**src/rtl/core/swq_pkg.sv**
```systemverilog
// Package for the semaphore table with wait queues.
// Operation and status codes, result item type and parameter defaults.
// No dependencies.
`default_nettype none

package swq_pkg;

    localparam int DEF_NUM_SEMS    = 16;
    localparam int DEF_NUM_THREADS = 32;
    localparam int DEF_COUNT_BITS  = 16;

    // fixed field widths of the item ports
    localparam int KIND_W   = 2;
    localparam int SIDX_W   = 4;
    localparam int INIT_W   = 16;
    localparam int THR_W    = 5;
    localparam int STATUS_W = 2;

    localparam logic [KIND_W-1:0] KIND_OPEN   = 2'd0;
    localparam logic [KIND_W-1:0] KIND_SIGNAL = 2'd1;
    localparam logic [KIND_W-1:0] KIND_WAIT   = 2'd2;

    localparam logic [STATUS_W-1:0] ST_OK     = 2'd0;
    localparam logic [STATUS_W-1:0] ST_FULL   = 2'd1;
    localparam logic [STATUS_W-1:0] ST_CLOSED = 2'd2;

    typedef struct packed {
        logic [STATUS_W-1:0] status;
        logic [SIDX_W-1:0]   opened_index;
        logic                must_block;
        logic                woken_valid;
        logic [THR_W-1:0]    woken_thread;
    } t_result;

endpackage

`default_nettype wire

```
**src/rtl/core/swq_ram.sv**
```systemverilog
// Generic single-port-write, single-port-read RAM with registered read data.
// No dependencies.
`default_nettype none

module swq_ram #(
    parameter int WIDTH = 8,
    parameter int DEPTH = 16
) (
    input  wire logic                     i_clk,
    input  wire logic                     i_we,
    input  wire logic [$clog2(DEPTH)-1:0] i_waddr,
    input  wire logic [WIDTH-1:0]         i_wdata,
    input  wire logic                     i_re,
    input  wire logic [$clog2(DEPTH)-1:0] i_raddr,
    output logic      [WIDTH-1:0]         o_rdata
);

    logic [WIDTH-1:0] r_mem [DEPTH];
    logic [WIDTH-1:0] r_rdata;

    always_ff @(posedge i_clk) begin
        if (i_we) begin
            r_mem[i_waddr] <= i_wdata;
        end
        // read data holds while no read is issued
        if (i_re) begin
            r_rdata <= r_mem[i_raddr];
        end
    end

    assign o_rdata = r_rdata;

endmodule

`default_nettype wire

```
**src/rtl/core/swq_outreg.sv**
```systemverilog
// Output register for result items: holds one item until the sink takes it.
// Depends on swq_pkg (t_result).
`default_nettype none

module swq_outreg (
    input  wire logic             i_clk,
    input  wire logic             i_rst_n,
    input  wire logic             i_load,
    input  wire swq_pkg::t_result i_res,
    input  wire logic             i_ready,
    output logic                  o_valid,
    output swq_pkg::t_result      o_res,
    output logic                  o_free
);

    logic             r_valid;
    swq_pkg::t_result r_res;

    always_ff @(posedge i_clk) begin
        if (!i_rst_n) begin
            r_valid <= 1'b0;
        end else if (i_load) begin
            r_valid <= 1'b1;
        end else if (i_ready) begin
            r_valid <= 1'b0;
        end
    end

    always_ff @(posedge i_clk) begin
        if (i_load) begin
            r_res <= i_res;
        end
    end

    assign o_free  = !r_valid || i_ready;
    assign o_valid = r_valid;
    assign o_res   = r_res;

endmodule

`default_nettype wire

```
**src/rtl/core/semaphore_table_with_wait_queues.sv**
```systemverilog
// Semaphore table with FIFO wait queues: sequencer, open flags, two RAMs.
// Depends on swq_pkg, swq_ram, swq_outreg.
//
//   channel | handshake          | payload
//   --------+--------------------+------------------------------------------------
//   in      | i_valid / o_ready  | i_kind i_sem_index i_init_value i_thread_id
//   out     | o_valid / i_ready  | o_status o_opened_index o_must_block
//           |                    | o_woken_valid o_woken_thread
//
// One item at a time. Wait, failed ops and open on a free cursor slot: accept +
// table read, then modify/write. Signal that pops a waiter with more behind it:
// an extra link RAM read step in between. Open on a taken cursor slot: a
// one-slot-per-cycle scan from slot 0 finds the lowest free slot before the write.
// Reset clears the open flags, cursor and fill count at once; no clearing pass.
// The last step waits while the output register still holds an untaken item.
`default_nettype none

module semaphore_table_with_wait_queues #(
    parameter int NUM_SEMS    = swq_pkg::DEF_NUM_SEMS,
    parameter int NUM_THREADS = swq_pkg::DEF_NUM_THREADS,
    parameter int COUNT_BITS  = swq_pkg::DEF_COUNT_BITS
) (
    input  wire logic                          i_clk,
    input  wire logic                          i_rst_n,
    input  wire logic                          i_valid,
    output logic                               o_ready,
    input  wire logic [swq_pkg::KIND_W-1:0]    i_kind,
    input  wire logic [swq_pkg::SIDX_W-1:0]    i_sem_index,
    input  wire logic [swq_pkg::INIT_W-1:0]    i_init_value,
    input  wire logic [swq_pkg::THR_W-1:0]     i_thread_id,
    output logic                               o_valid,
    input  wire logic                          i_ready,
    output logic      [swq_pkg::STATUS_W-1:0]  o_status,
    output logic      [swq_pkg::SIDX_W-1:0]    o_opened_index,
    output logic                               o_must_block,
    output logic                               o_woken_valid,
    output logic      [swq_pkg::THR_W-1:0]     o_woken_thread
);

    localparam int SW   = $clog2(NUM_SEMS);
    localparam int TW   = $clog2(NUM_THREADS);
    localparam int CW   = $clog2(NUM_SEMS + 1);
    localparam int MW   = (COUNT_BITS > swq_pkg::INIT_W) ? COUNT_BITS : swq_pkg::INIT_W;
    localparam int SEMW = 1 + COUNT_BITS + 2 * TW;
    localparam int NTAB = 1 << swq_pkg::THR_W;

    localparam logic [COUNT_BITS-1:0] CMAX     = {COUNT_BITS{1'b1}};
    localparam logic [MW-1:0]         CMAX_EXT = MW'(CMAX);

    typedef enum logic [3:0] {
        S_IDLE = 4'b0001,
        S_EXEC = 4'b0010,
        S_LINK = 4'b0100,
        S_SCAN = 4'b1000
    } t_state;

    t_state                      r_state, n_state;
    logic [swq_pkg::KIND_W-1:0]  r_kind;
    logic [swq_pkg::SIDX_W-1:0]  r_idx;
    logic [swq_pkg::INIT_W-1:0]  r_init;
    logic [TW-1:0]               r_thr;
    logic [NUM_SEMS-1:0]         r_open, n_open;
    logic [SW-1:0]               r_cursor, n_cursor;
    logic [CW-1:0]               r_open_cnt, n_open_cnt;
    logic [SW-1:0]               r_scan, n_scan;

    // thread number modulo NUM_THREADS, as a constant table
    logic [TW-1:0] w_thr_tab [NTAB];
    for (genvar k = 0; k < NTAB; k++) begin : g_thr_tab
        assign w_thr_tab[k] = TW'(k % NUM_THREADS);
    end

    // semaphore RAM word: {nonempty, count, head, tail}
    logic            sem_we, sem_re;
    logic [SW-1:0]   sem_waddr, sem_raddr;
    logic [SEMW-1:0] sem_wdata, sem_rdata;
    logic            lnk_we, lnk_re;
    logic [TW-1:0]   lnk_waddr, lnk_raddr, lnk_wdata, lnk_rdata;

    logic                  w_ne;
    logic [COUNT_BITS-1:0] w_cnt;
    logic [TW-1:0]         w_head, w_tail;

    assign w_ne   = sem_rdata[SEMW-1];
    assign w_cnt  = sem_rdata[SEMW-2 -: COUNT_BITS];
    assign w_head = sem_rdata[2*TW-1:TW];
    assign w_tail = sem_rdata[TW-1:0];

    logic [SW-1:0]         w_sidx;
    logic                  w_idx_ok;
    logic                  w_open_hit;
    logic [MW-1:0]         w_init_ext;
    logic [COUNT_BITS-1:0] w_init_sat;
    logic [SW-1:0]         w_slot;

    assign w_sidx     = SW'(r_idx);
    assign w_idx_ok   = (32'(r_idx) < NUM_SEMS);
    assign w_open_hit = w_idx_ok && r_open[w_sidx];
    assign w_init_ext = MW'(r_init);
    assign w_init_sat = COUNT_BITS'((w_init_ext > CMAX_EXT) ? CMAX_EXT : w_init_ext);
    assign w_slot     = (r_state == S_SCAN) ? r_scan : r_cursor;

    logic             w_load, w_free;
    swq_pkg::t_result w_res, w_out;

    always_comb begin
        n_state    = r_state;
        n_open     = r_open;
        n_cursor   = r_cursor;
        n_open_cnt = r_open_cnt;
        n_scan     = r_scan;
        sem_we     = 1'b0;
        sem_waddr  = w_sidx;
        sem_wdata  = {w_ne, w_cnt, w_head, w_tail};
        sem_re     = 1'b0;
        sem_raddr  = SW'(i_sem_index);
        lnk_we     = 1'b0;
        lnk_waddr  = w_tail;
        lnk_wdata  = r_thr;
        lnk_re     = 1'b0;
        lnk_raddr  = w_head;
        w_load     = 1'b0;
        w_res      = '0;
        o_ready    = (r_state == S_IDLE);

        case (r_state)
            S_IDLE: begin
                if (i_valid) begin
                    sem_re  = 1'b1;
                    n_state = S_EXEC;
                end
            end
            S_EXEC: begin
                case (r_kind)
                    swq_pkg::KIND_OPEN: begin
                        if (r_open_cnt == CW'(NUM_SEMS)) begin
                            if (w_free) begin
                                w_load       = 1'b1;
                                w_res.status = swq_pkg::ST_FULL;
                                n_state      = S_IDLE;
                            end
                        end else if (r_open[r_cursor]) begin
                            n_scan  = '0;
                            n_state = S_SCAN;
                        end else if (w_free) begin
                            w_load = 1'b1;
                        end
                    end
                    swq_pkg::KIND_SIGNAL, swq_pkg::KIND_WAIT: begin
                        if (!w_open_hit) begin
                            if (w_free) begin
                                w_load       = 1'b1;
                                w_res.status = swq_pkg::ST_CLOSED;
                                n_state      = S_IDLE;
                            end
                        end else if (r_kind == swq_pkg::KIND_SIGNAL) begin
                            if (w_ne && (w_head != w_tail)) begin
                                // more waiters behind the head: fetch its link
                                lnk_re  = 1'b1;
                                n_state = S_LINK;
                            end else if (w_free) begin
                                w_load  = 1'b1;
                                sem_we  = 1'b1;
                                n_state = S_IDLE;
                                if (w_ne) begin
                                    sem_wdata          = {1'b0, w_cnt, w_head, w_tail};
                                    w_res.woken_valid  = 1'b1;
                                    w_res.woken_thread = swq_pkg::THR_W'(w_head);
                                end else if (w_cnt != CMAX) begin
                                    sem_wdata = {w_ne, w_cnt + 1'b1, w_head, w_tail};
                                end
                            end
                        end else if (w_free) begin
                            w_load  = 1'b1;
                            sem_we  = 1'b1;
                            n_state = S_IDLE;
                            if (w_cnt != '0) begin
                                sem_wdata = {w_ne, w_cnt - 1'b1, w_head, w_tail};
                            end else begin
                                w_res.must_block = 1'b1;
                                if (w_ne) begin
                                    lnk_we    = 1'b1;
                                    sem_wdata = {1'b1, w_cnt, w_head, r_thr};
                                end else begin
                                    sem_wdata = {1'b1, w_cnt, r_thr, r_thr};
                                end
                            end
                        end
                    end
                    default: begin
                        if (w_free) begin
                            w_load  = 1'b1;
                            n_state = S_IDLE;
                        end
                    end
                endcase
            end
            S_LINK: begin
                if (w_free) begin
                    w_load             = 1'b1;
                    sem_we             = 1'b1;
                    sem_wdata          = {1'b1, w_cnt, lnk_rdata, w_tail};
                    w_res.woken_valid  = 1'b1;
                    w_res.woken_thread = swq_pkg::THR_W'(w_head);
                    n_state            = S_IDLE;
                end
            end
            S_SCAN: begin
                if (r_open[r_scan]) begin
                    n_scan = r_scan + 1'b1;
                end else if (w_free) begin
                    w_load = 1'b1;
                end
            end
            default: begin
                n_state = S_IDLE;
            end
        endcase

        // completion of an open, from the cursor slot or from the scan
        if (w_load && (r_kind == swq_pkg::KIND_OPEN) && (r_state != S_IDLE)
                && (r_open_cnt != CW'(NUM_SEMS))) begin
            sem_we               = 1'b1;
            sem_waddr            = w_slot;
            sem_wdata            = {1'b0, w_init_sat, w_head, w_tail};
            n_open[w_slot]       = 1'b1;
            n_cursor             = (w_slot == SW'(NUM_SEMS - 1)) ? '0 : w_slot + 1'b1;
            n_open_cnt           = r_open_cnt + 1'b1;
            w_res.status         = swq_pkg::ST_OK;
            w_res.opened_index   = swq_pkg::SIDX_W'(w_slot);
            n_state              = S_IDLE;
        end
    end

    always_ff @(posedge i_clk) begin
        if (!i_rst_n) begin
            r_state    <= S_IDLE;
            r_open     <= '0;
            r_cursor   <= '0;
            r_open_cnt <= '0;
            r_scan     <= '0;
        end else begin
            r_state    <= n_state;
            r_open     <= n_open;
            r_cursor   <= n_cursor;
            r_open_cnt <= n_open_cnt;
            r_scan     <= n_scan;
        end
    end

    always_ff @(posedge i_clk) begin
        if (o_ready && i_valid) begin
            r_kind <= i_kind;
            r_idx  <= i_sem_index;
            r_init <= i_init_value;
            r_thr  <= w_thr_tab[i_thread_id];
        end
    end

    // table and links are written only in the last step of an item and read
    // only after the next accept, so accesses never overlap
    swq_ram #(
        .WIDTH(SEMW),
        .DEPTH(NUM_SEMS)
    ) u_sem_ram (
        .i_clk  (i_clk),
        .i_we   (sem_we),
        .i_waddr(sem_waddr),
        .i_wdata(sem_wdata),
        .i_re   (sem_re),
        .i_raddr(sem_raddr),
        .o_rdata(sem_rdata)
    );

    swq_ram #(
        .WIDTH(TW),
        .DEPTH(NUM_THREADS)
    ) u_link_ram (
        .i_clk  (i_clk),
        .i_we   (lnk_we),
        .i_waddr(lnk_waddr),
        .i_wdata(lnk_wdata),
        .i_re   (lnk_re),
        .i_raddr(lnk_raddr),
        .o_rdata(lnk_rdata)
    );

    swq_outreg u_outreg (
        .i_clk  (i_clk),
        .i_rst_n(i_rst_n),
        .i_load (w_load),
        .i_res  (w_res),
        .i_ready(i_ready),
        .o_valid(o_valid),
        .o_res  (w_out),
        .o_free (w_free)
    );

    assign o_status       = w_out.status;
    assign o_opened_index = w_out.opened_index;
    assign o_must_block   = w_out.must_block;
    assign o_woken_valid  = w_out.woken_valid;
    assign o_woken_thread = w_out.woken_thread;

    a_open_count: assert property (@(posedge i_clk) disable iff (!i_rst_n)
        $countones(r_open) == 32'(r_open_cnt))
        else $error("open flags and fill count disagree");

    a_one_item: assert property (@(posedge i_clk) disable iff (!i_rst_n)
        (i_valid && o_ready) |=> !o_ready)
        else $error("new item taken while one is in work");

    a_scan_not_full: assert property (@(posedge i_clk) disable iff (!i_rst_n)
        (r_state == S_SCAN) |-> (32'(r_open_cnt) < NUM_SEMS))
        else $error("free-slot scan with full table");

    a_load_free: assert property (@(posedge i_clk) disable iff (!i_rst_n)
        w_load |-> w_free)
        else $error("result overwrites an untaken item");

    a_woken_ok: assert property (@(posedge i_clk) disable iff (!i_rst_n)
        (o_valid && o_woken_valid) |-> (o_status == swq_pkg::ST_OK && !o_must_block))
        else $error("woken thread on a failed or blocking item");

endmodule

`default_nettype wire
```
**config.mk**
```make
export PLATFORM = sky130hd
export DESIGN_NAME = semaphore_table_with_wait_queues
export DESIGN_NICKNAME = d
export VERILOG_FILES = /design/src/rtl/core/swq_pkg.sv /design/src/rtl/core/swq_ram.sv /design/src/rtl/core/swq_outreg.sv /design/src/rtl/core/semaphore_table_with_wait_queues.sv
export SDC_FILE = /design/constraint.sdc
export NUM_CORES = 1
export LEC_CHECK = 0
export BUFFER_PORTS_ARGS = -buffer_cell sky130_fd_sc_hd__buf_4
export CAP_MARGIN = 30
export CORE_ASPECT_RATIO = 1.4
export CORE_MARGIN = 1
export CORE_UTILIZATION = 57
export CTS_CLUSTER_SIZE = 10
export DETAILED_ROUTE_END_ITERATION = 12
export PLACE_DENSITY = 0.76
export SYNTH_ARGS = -nofsm -noshare
export SYNTH_HDL_FRONTEND = slang
export SYNTH_SLANG_ARGS = --single-unit
```
**constraint.sdc**
```tcl
create_clock -name i_clk -period 4.8 [get_ports i_clk]
set_input_delay 0.24 -clock i_clk [delete_from_list [all_inputs] [get_ports i_clk]]
set_output_delay 0.24 -clock i_clk [all_outputs]
set_load 0.01 [all_outputs]
```
-- Word level (Yosys, flattened, before mapping)
Memories as Yosys holds them, arrays and structs flattened. A register that Yosys moved wholly into a read port is not among the register bits.
Cells that the tools add are included.
- $add $sub $neg: 5
- muxes and demuxes: 86
- eq/ne operators: 18
- reductions and logical operators: 18
- magnitude comparators: 6
- bitwise logic cells: 8
- operator list (cell ; count):
    2-to-1 mux 27 bit ; 9
    2-to-1 mux 4 bit ; 14
    one-hot mux 27 bit (2 select lines) ; 1
    2-to-1 mux 26 bit ; 2
    2-to-1 mux 6 bit ; 7
    2-to-1 mux 1 bit ; 37
    < comparator 4 x 5 -> 1 bit (second input constant) ; 4
    adder 16 x 1 -> 16 bit (second input constant) ; 1
    > comparator 16 bit (second input constant) ; 1
    2-to-1 mux 16 bit ; 1
    inequality test 16 bit (second input constant) ; 1
    OR 16 bit ; 1
    one-hot mux 4 bit (2 select lines) ; 2
    one-hot mux 4 bit (4 select lines) ; 1
    nonzero test 16 bit ; 1
    subtractor 16 x 1 -> 16 bit (second input constant) ; 1
    binary-select mux 1 bit (select 4 bit) ; 3
    one-hot mux 6 bit (2 select lines) ; 1
    2-to-1 mux 10 bit ; 1
    adder 4 x 1 -> 4 bit (second input constant) ; 2
    equality test 4 bit (second input constant) ; 2
    inequality test 2 bit (second input constant) ; 4
    logical AND 1 bit ; 6
    NOT 1 bit ; 6
    other kinds (27) ; 32
- flip-flop bits (word level): 69
- memories: 3
- ROM bits: 160
- bits in writable memories: 592
- logic and storage cells: 158
- output and inout port bits: 15
- memory list (name ; depth ; bits a word ; rd ports ; clocked after memory_dff ; write ports ; line ; RTL):
    u_sem_ram.r_mem ; 16 ; 27 ; 1 ; 1 ; 1 ; swq_ram.sv:18 ; logic [WIDTH-1:0] r_mem [DEPTH];
    (name not given) ; 32 ; 5 ; 1 ; 1 ; 0 ; semaphore_table_with_wait_queues.sv:256 ; r_thr <= w_thr_tab[i_thread_id];
    u_link_ram.r_mem ; 32 ; 5 ; 1 ; 1 ; 1 ; swq_ram.sv:18 ;

-- Longest topological paths before layout
- depth in word-level cells: 14
- gate-level depth with buffers: 11
- mapped depth without buffers: 10

-- Modules after synthesis
From an unflattened synthesis, not the netlist that was laid out.
- cell total of the unflattened synthesis: 1512
- area total of the unflattened synthesis: 28504.8 sq um
- by module, submodules not included (module ; times used ; cells an instance ; area each (sq um)):
    swq_ram (u_sem_ram) ; 1 ; 710 ; 17162.7
    swq_ram (u_link_ram) ; 1 ; 277 ; 6394.9
    semaphore_table_with_wait_queues ; 1 ; 508 ; 4508.1
    swq_outreg ; 1 ; 17 ; 439.2

-- Worst setup path after synthesis
OpenSTA, ideal clock, no wires.
- path type: reg-to-reg
- start point: register r_open_cnt[0]
- end point: memory u_sem_ram.r_mem[9][0] (netlist name) (enable)
- library setup time: 0.487 ns
- slack: -0.450 ns
- arrival: 4.763 ns
- path buffers: 1
- data required time: 4.313 ns
- cell stages (with the launch flop): 9
- cells stage by stage: dfxtp_1 > inv_1 > ha_1 > nor4bb_1 > or4_1 > a32o_2 > o21a_4 > buf_6 > o41ai_1
- word-level cells in the longest chain between the ends: 10
- elaborated cells on any way between the ends: 12
- ends and longest elaborated chain (what ; line ; RTL):
    start: declaration ; semaphore_table_with_wait_queues.sv:64 ; logic [CW-1:0] r_open_cnt, n_open_cnt;
    start signal: assignment ; semaphore_table_with_wait_queues.sv:246 ; r_open_cnt <= n_open_cnt;
    equality test 5 bit ; semaphore_table_with_wait_queues.sv:136 ; if (r_open_cnt == CW'(NUM_SEMS)) begin
    2-to-1 mux 1 bit ; semaphore_table_with_wait_queues.sv:136 ;
    one-hot mux 1 bit (2 select lines) ; semaphore_table_with_wait_queues.sv:134 ; case (r_kind)
    one-hot mux 1 bit (3 select lines) ; semaphore_table_with_wait_queues.sv:126 ; case (r_state)
    logical AND 1 bit (2 in series) ; semaphore_table_with_wait_queues.sv:221 ; if (w_load && (r_kind == swq_pkg::KIND_OPEN) && (r_state != S_IDLE)
    logical AND 1 bit * ; semaphore_table_with_wait_queues.sv:222 ; && (r_open_cnt != CW'(NUM_SEMS))) begin
    2-to-1 mux 1 bit ; semaphore_table_with_wait_queues.sv:221 ;
    2-to-1 mux 1 bit ; swq_ram.sv:22 ; if (i_we) begin
    2-to-1 mux 1 bit (implied by the code) ; swq_ram.sv:23 ; r_mem[i_waddr] <= i_wdata;
    end: declaration ; swq_ram.sv:18 ;
Mark *: on every way between the ends. The rest lies on a longest branch, timed or not.

-- Worst setup path after layout
- start point: register r_scan[1]
- end point: memory u_sem_ram.r_mem[1][11] (netlist name) (enable)
- word-level cells in the longest chain between the ends: 10
- elaborated cells on any way between the ends: 12
- ends and longest elaborated chain (what ; line ; RTL):
    start: declaration ; semaphore_table_with_wait_queues.sv:65 ; logic [SW-1:0] r_scan, n_scan;
    start signal: assignment ; semaphore_table_with_wait_queues.sv:247 ; r_scan <= n_scan;
    binary-select mux 1 bit (select 4 bit) ; semaphore_table_with_wait_queues.sv:209 ; if (r_open[r_scan]) begin
    2-to-1 mux 1 bit (implied by the code) ; semaphore_table_with_wait_queues.sv:209 ;
    2-to-1 mux 1 bit ; semaphore_table_with_wait_queues.sv:209 ;
    one-hot mux 1 bit (3 select lines) ; semaphore_table_with_wait_queues.sv:126 ;
    logical AND 1 bit (2 in series) ; semaphore_table_with_wait_queues.sv:221 ;
    logical AND 1 bit ; semaphore_table_with_wait_queues.sv:222 ;
    2-to-1 mux 1 bit ; semaphore_table_with_wait_queues.sv:221 ;
    2-to-1 mux 1 bit ; swq_ram.sv:22 ;
    2-to-1 mux 1 bit (implied by the code) ; swq_ram.sv:23 ;
Several ways; a longest one is shown, not always the timed one. The select of a mux whose other input is x is not followed.

==> results_dict.tcl <==
set metrics [dict create \
    routed_wl_um 65160 \
    grt_max_degree 62 \
    min_period_over_period_pct 82.19 \
    start_util_pct 57.98 \
    layout.cells.most_common_list "edfxtp_1 (664), mux4_2 (196), buf_4 (90)" \
    required_ns 5.05 \
    yosysUniqueCellTypes 67 \
    startpoint_type "flop" \
    ant_nets 0 \
    reg2reg_from "r_scan[1]" \
    syn_area_mm2 0.02848 \
    gp_congestion 0.9117 \
    rrSetupSlack_ns 0.85 \
    reg2reg_to "u_sem_ram.r_mem[1][11]" \
    cts_tree "built" \
    num_io_pins 46 \
    ys.flop_type "edfxtp_1" \
    fill_cells 3081 \
    grt_use_met1_pct 32.30 \
    wl_per_cell_um 29.00 \
    relSlewSlack_pct 33.81 \
    swShare_pct 21.16 \
    vias 14870 \
    grt_first_pass_wirelength_um 97730 \
    placed_cell_area_mm2 0.02991 \
    cts-resized-gates 0 \
    cts_root_buffer "clkbuf_16" \
    worst_slew_pin_slew_ns 0.9838 \
    die_h_um 266.5 \
    num_rows 96 \
    crit_type "reg2reg" \
    end_kind "flop" \
    yosysSeqAreaShare_pct 72.40 \
    clk_latency_ns 0.62 \
    worstPathMaxFanout 23 \
    vdd_ir_drop_max_mv 0.3187 \
    leakage_nw 9.963 \
    grtUsageMet3_pct 4.011 \
    min_to "r_idx[3]" \
    grt_setup_unrepaired "no" \
    port-buffer-count 45 \
    multi_input_area_mm2 0.007606 \
    hp-class "in2reg" \
    core_area_mm2 0.04913 \
    drive_gt1_share_pct 26.34 \
    first_global_vias 15680 \
    max_freq_mhz 253.5 \
    drv_cap 0 \
    run_status "finished clean" \
    power_density_mw_per_mm2 398.0 \
    yosysWarnings 0 \
    synth_edf_count 664 \
    diodes 0 \
    register_area_mm2 0.02062 \
    drc 0 \
    dpl.hpwl_um 38520 \
    dieArea_mm2 0.05088 \
    grtUsageTotal_pct 26.67 \
    clk_path_buf_depth 3 \
    cts_inserted_buffers 80 \
    hold_path_depth 1 \
    power_frac_seq_pct 53.2 \
    worst-r2r-cell-count 8 \
    ys_seq_elements 698 \
    power.internal_mw 10.16 \
    synth.net_count 1518 \
    drt-pass1-iter-count 5 \
    layout_commonest_cell "edfxtp_1" \
    antenna_found_initial 0 \
    h-tree-depth 3 \
    finalClockSkew_ns 0.02736 \
    p_switching_mw 2.728 \
    final_nets 1640 \
    setup_tns_ns 0 \
    combPwrFrac_pct 5.8 \
    clkTransAtPathRegs_ns 0.06 \
    hp-start "i_sem_index[3]" \
    fin_crit_ns 3.945 \
    crit_arrival_ns 4.19 \
    viasPerCell 6.617 \
    syn_avg_cell_area_um2 19.31 \
    met2_usage_pct 47.14 \
    synth-async-reset-ratio_pct 0 \
    slew_viol_final 0 \
    syn_to_final_growth_pct 13.72 \
    cts_sinks 698 \
    setup_viol 0 \
    syn_inst 1475 \
    drt-initial-drc-count 1498 \
    gr-max-usage-layer "met2" \
    grt_overflow 0 \
    die_x_um 190.9 \
    clockPowerShare_pct 41.0 \
    final_cell_area_mm2 0.03239 \
    hold_viol_final 0 \
]
[synthesized netlist by cell type, types with 3 or more instances]
library cell    n  area, µm²
edfxtp_1      664      19940
mux4_2        196       4414
nand2_1        73      274.0
nor2_1         71      266.5
clkbuf_1       52      195.2
dfxtp_1        34      680.7
nand3_1        34      170.2
o21ai_0        31      155.2
a21oi_1        24      120.1
and2_1         18      112.6
a32o_1         16      160.2
inv_1          16      60.06
mux2i_1        16      160.2
buf_1          15      56.30
buf_2          13      65.06
xnor2_1        13      113.9
ha_1           12      150.1
mux2_2         12      135.1
nor4_1         12      75.07
o31ai_1        12      90.09
nand4_1        10      62.56
nor2b_1        10      62.56
nor3_1         10      50.05
o22ai_1         7      43.79
nand2b_1        6      37.54
nor4b_1         6      52.55
a22o_1          5      43.79
mux2_1          5      56.30
or3_1           5      31.28
a211oi_1        4      30.03
and3_1          4      25.02
buf_6           4      45.04
nor3b_1         4      30.03
or2_2           4      25.02
xor2_1          4      35.03
a221oi_1        3      26.28
a31oi_1         3      18.77
and4_1          3      26.28
nand3b_1        3      22.52
o21a_1          3      22.52
o221ai_1        3      26.28
[layer usage]
layer  up-vias  wire length [µm]
met1      7697             23380
met2       699             35390
met4         0              2579
met3       176              3810
met5         -                 0
li1       6297                 -
[final cells by class]
type                       instances  area share (%)
clock buffer                      88           6.436
clock inverter                     7          0.2665
inverter                          16          0.1854
multi-input combinational        675           23.48
sequential                       698           63.66
tap                              637           2.461
timing repair buffer             126           3.508
[state kept, by name, indices dropped and copies added (netlist names)]
register and flops:
r_cursor 4, u_sem_ram.r_mem 432, r_state 4, r_scan 4
r_init 16, u_sem_ram.o_rdata 27, r_kind 2, r_open_cnt 5
lnk_wdata 5, u_outreg.o_res 13, r_idx 4, r_open 16
u_link_ram.r_mem 160, u_link_ram.o_rdata 5, u_outreg.o_valid 1
[what timing repair did]
action                                 in CTS  in global routing
setup endpoints to repair                   0                  0
endpoints found under the hold margin      27                  0
hold buffers                               25                  0
setup buffers                               0                  0
[per-stage QoR]
step | hold WS (ns) | worst slack (ns) | power (mW) | utilization [%] | std cells
6_report | 0.1832 | 0.8547 | 12.89 | 65.93 | 2247
5_1_grt | 0.1737 | 0.6409 | 13.22 | 65.93 | 2247
4_1_cts | 0.1654 | 0.7904 | 12.97 | 65.81 | 2244
3_5_place_dp | 0.4194 | 0.7939 | 7.707 | 60.88 | 2124
3_3_place_gp | 0.4178 | 0.9353 | 7.688 | 60.88 | 2124
2_1_floorplan | 0.3389 | 0.1922 | 7.430 | - | 1475
[power by group through the flow]
stage / clock (mW) / combinational [mW] / sequential (mW)
4_1_cts: 5.36 / 0.750 / 6.86
6_report: 5.28 / 0.750 / 6.86
3_3_place_gp: 0 / 0.713 / 6.97
2_1_floorplan: 0 / 0.472 / 6.96
5_1_grt: 5.57 / 0.799 / 6.86
3_5_place_dp: 0 / 0.728 / 6.98
[how the worst max path moves through the flow]
stage          slack, ns                      end   startpoint  cells after the start
2_1_floorplan       0.19    u_sem_ram.r_mem[0][0]    r_scan[1]                      9
3_3_place_gp        0.94  u_sem_ram.r_mem[11][23]    r_scan[1]                      6
3_5_place_dp        0.79   u_sem_ram.r_mem[9][24]  r_cursor[0]                      7
4_1_cts             0.79   u_sem_ram.r_mem[9][22]  r_cursor[0]                      7
5_1_grt             0.64  u_sem_ram.r_mem[13][26]  r_cursor[0]                      8
6_report            0.85   u_sem_ram.r_mem[1][11]    r_scan[1]                      8
[worst max-delay path, cell delays in order (launching register included)]
cell and delay (ns):
dfxtp_1 0.56, mux4_2 0.59, mux4_2 0.50, o21ai_1 0.14, a32o_2 0.20, o21ai_4 0.23, buf_4 0.30, o31ai_4 0.56
buf_4 0.49
[logic make-up after synthesis]
kind of cell | count (synthesis) | synth area share [%]
AOI/OAI and AO/OA | 134 | 3.312
and+or+nand+nor | 283 | 4.977
xor gates and xnor gates | 17 | 0.5227
DFF | 698 | 72.39
buffers and inverters | 102 | 1.533
adders and majority gates | 12 | 0.5271
muxes | 229 | 16.73
Power figures use the tool's default switching activity.
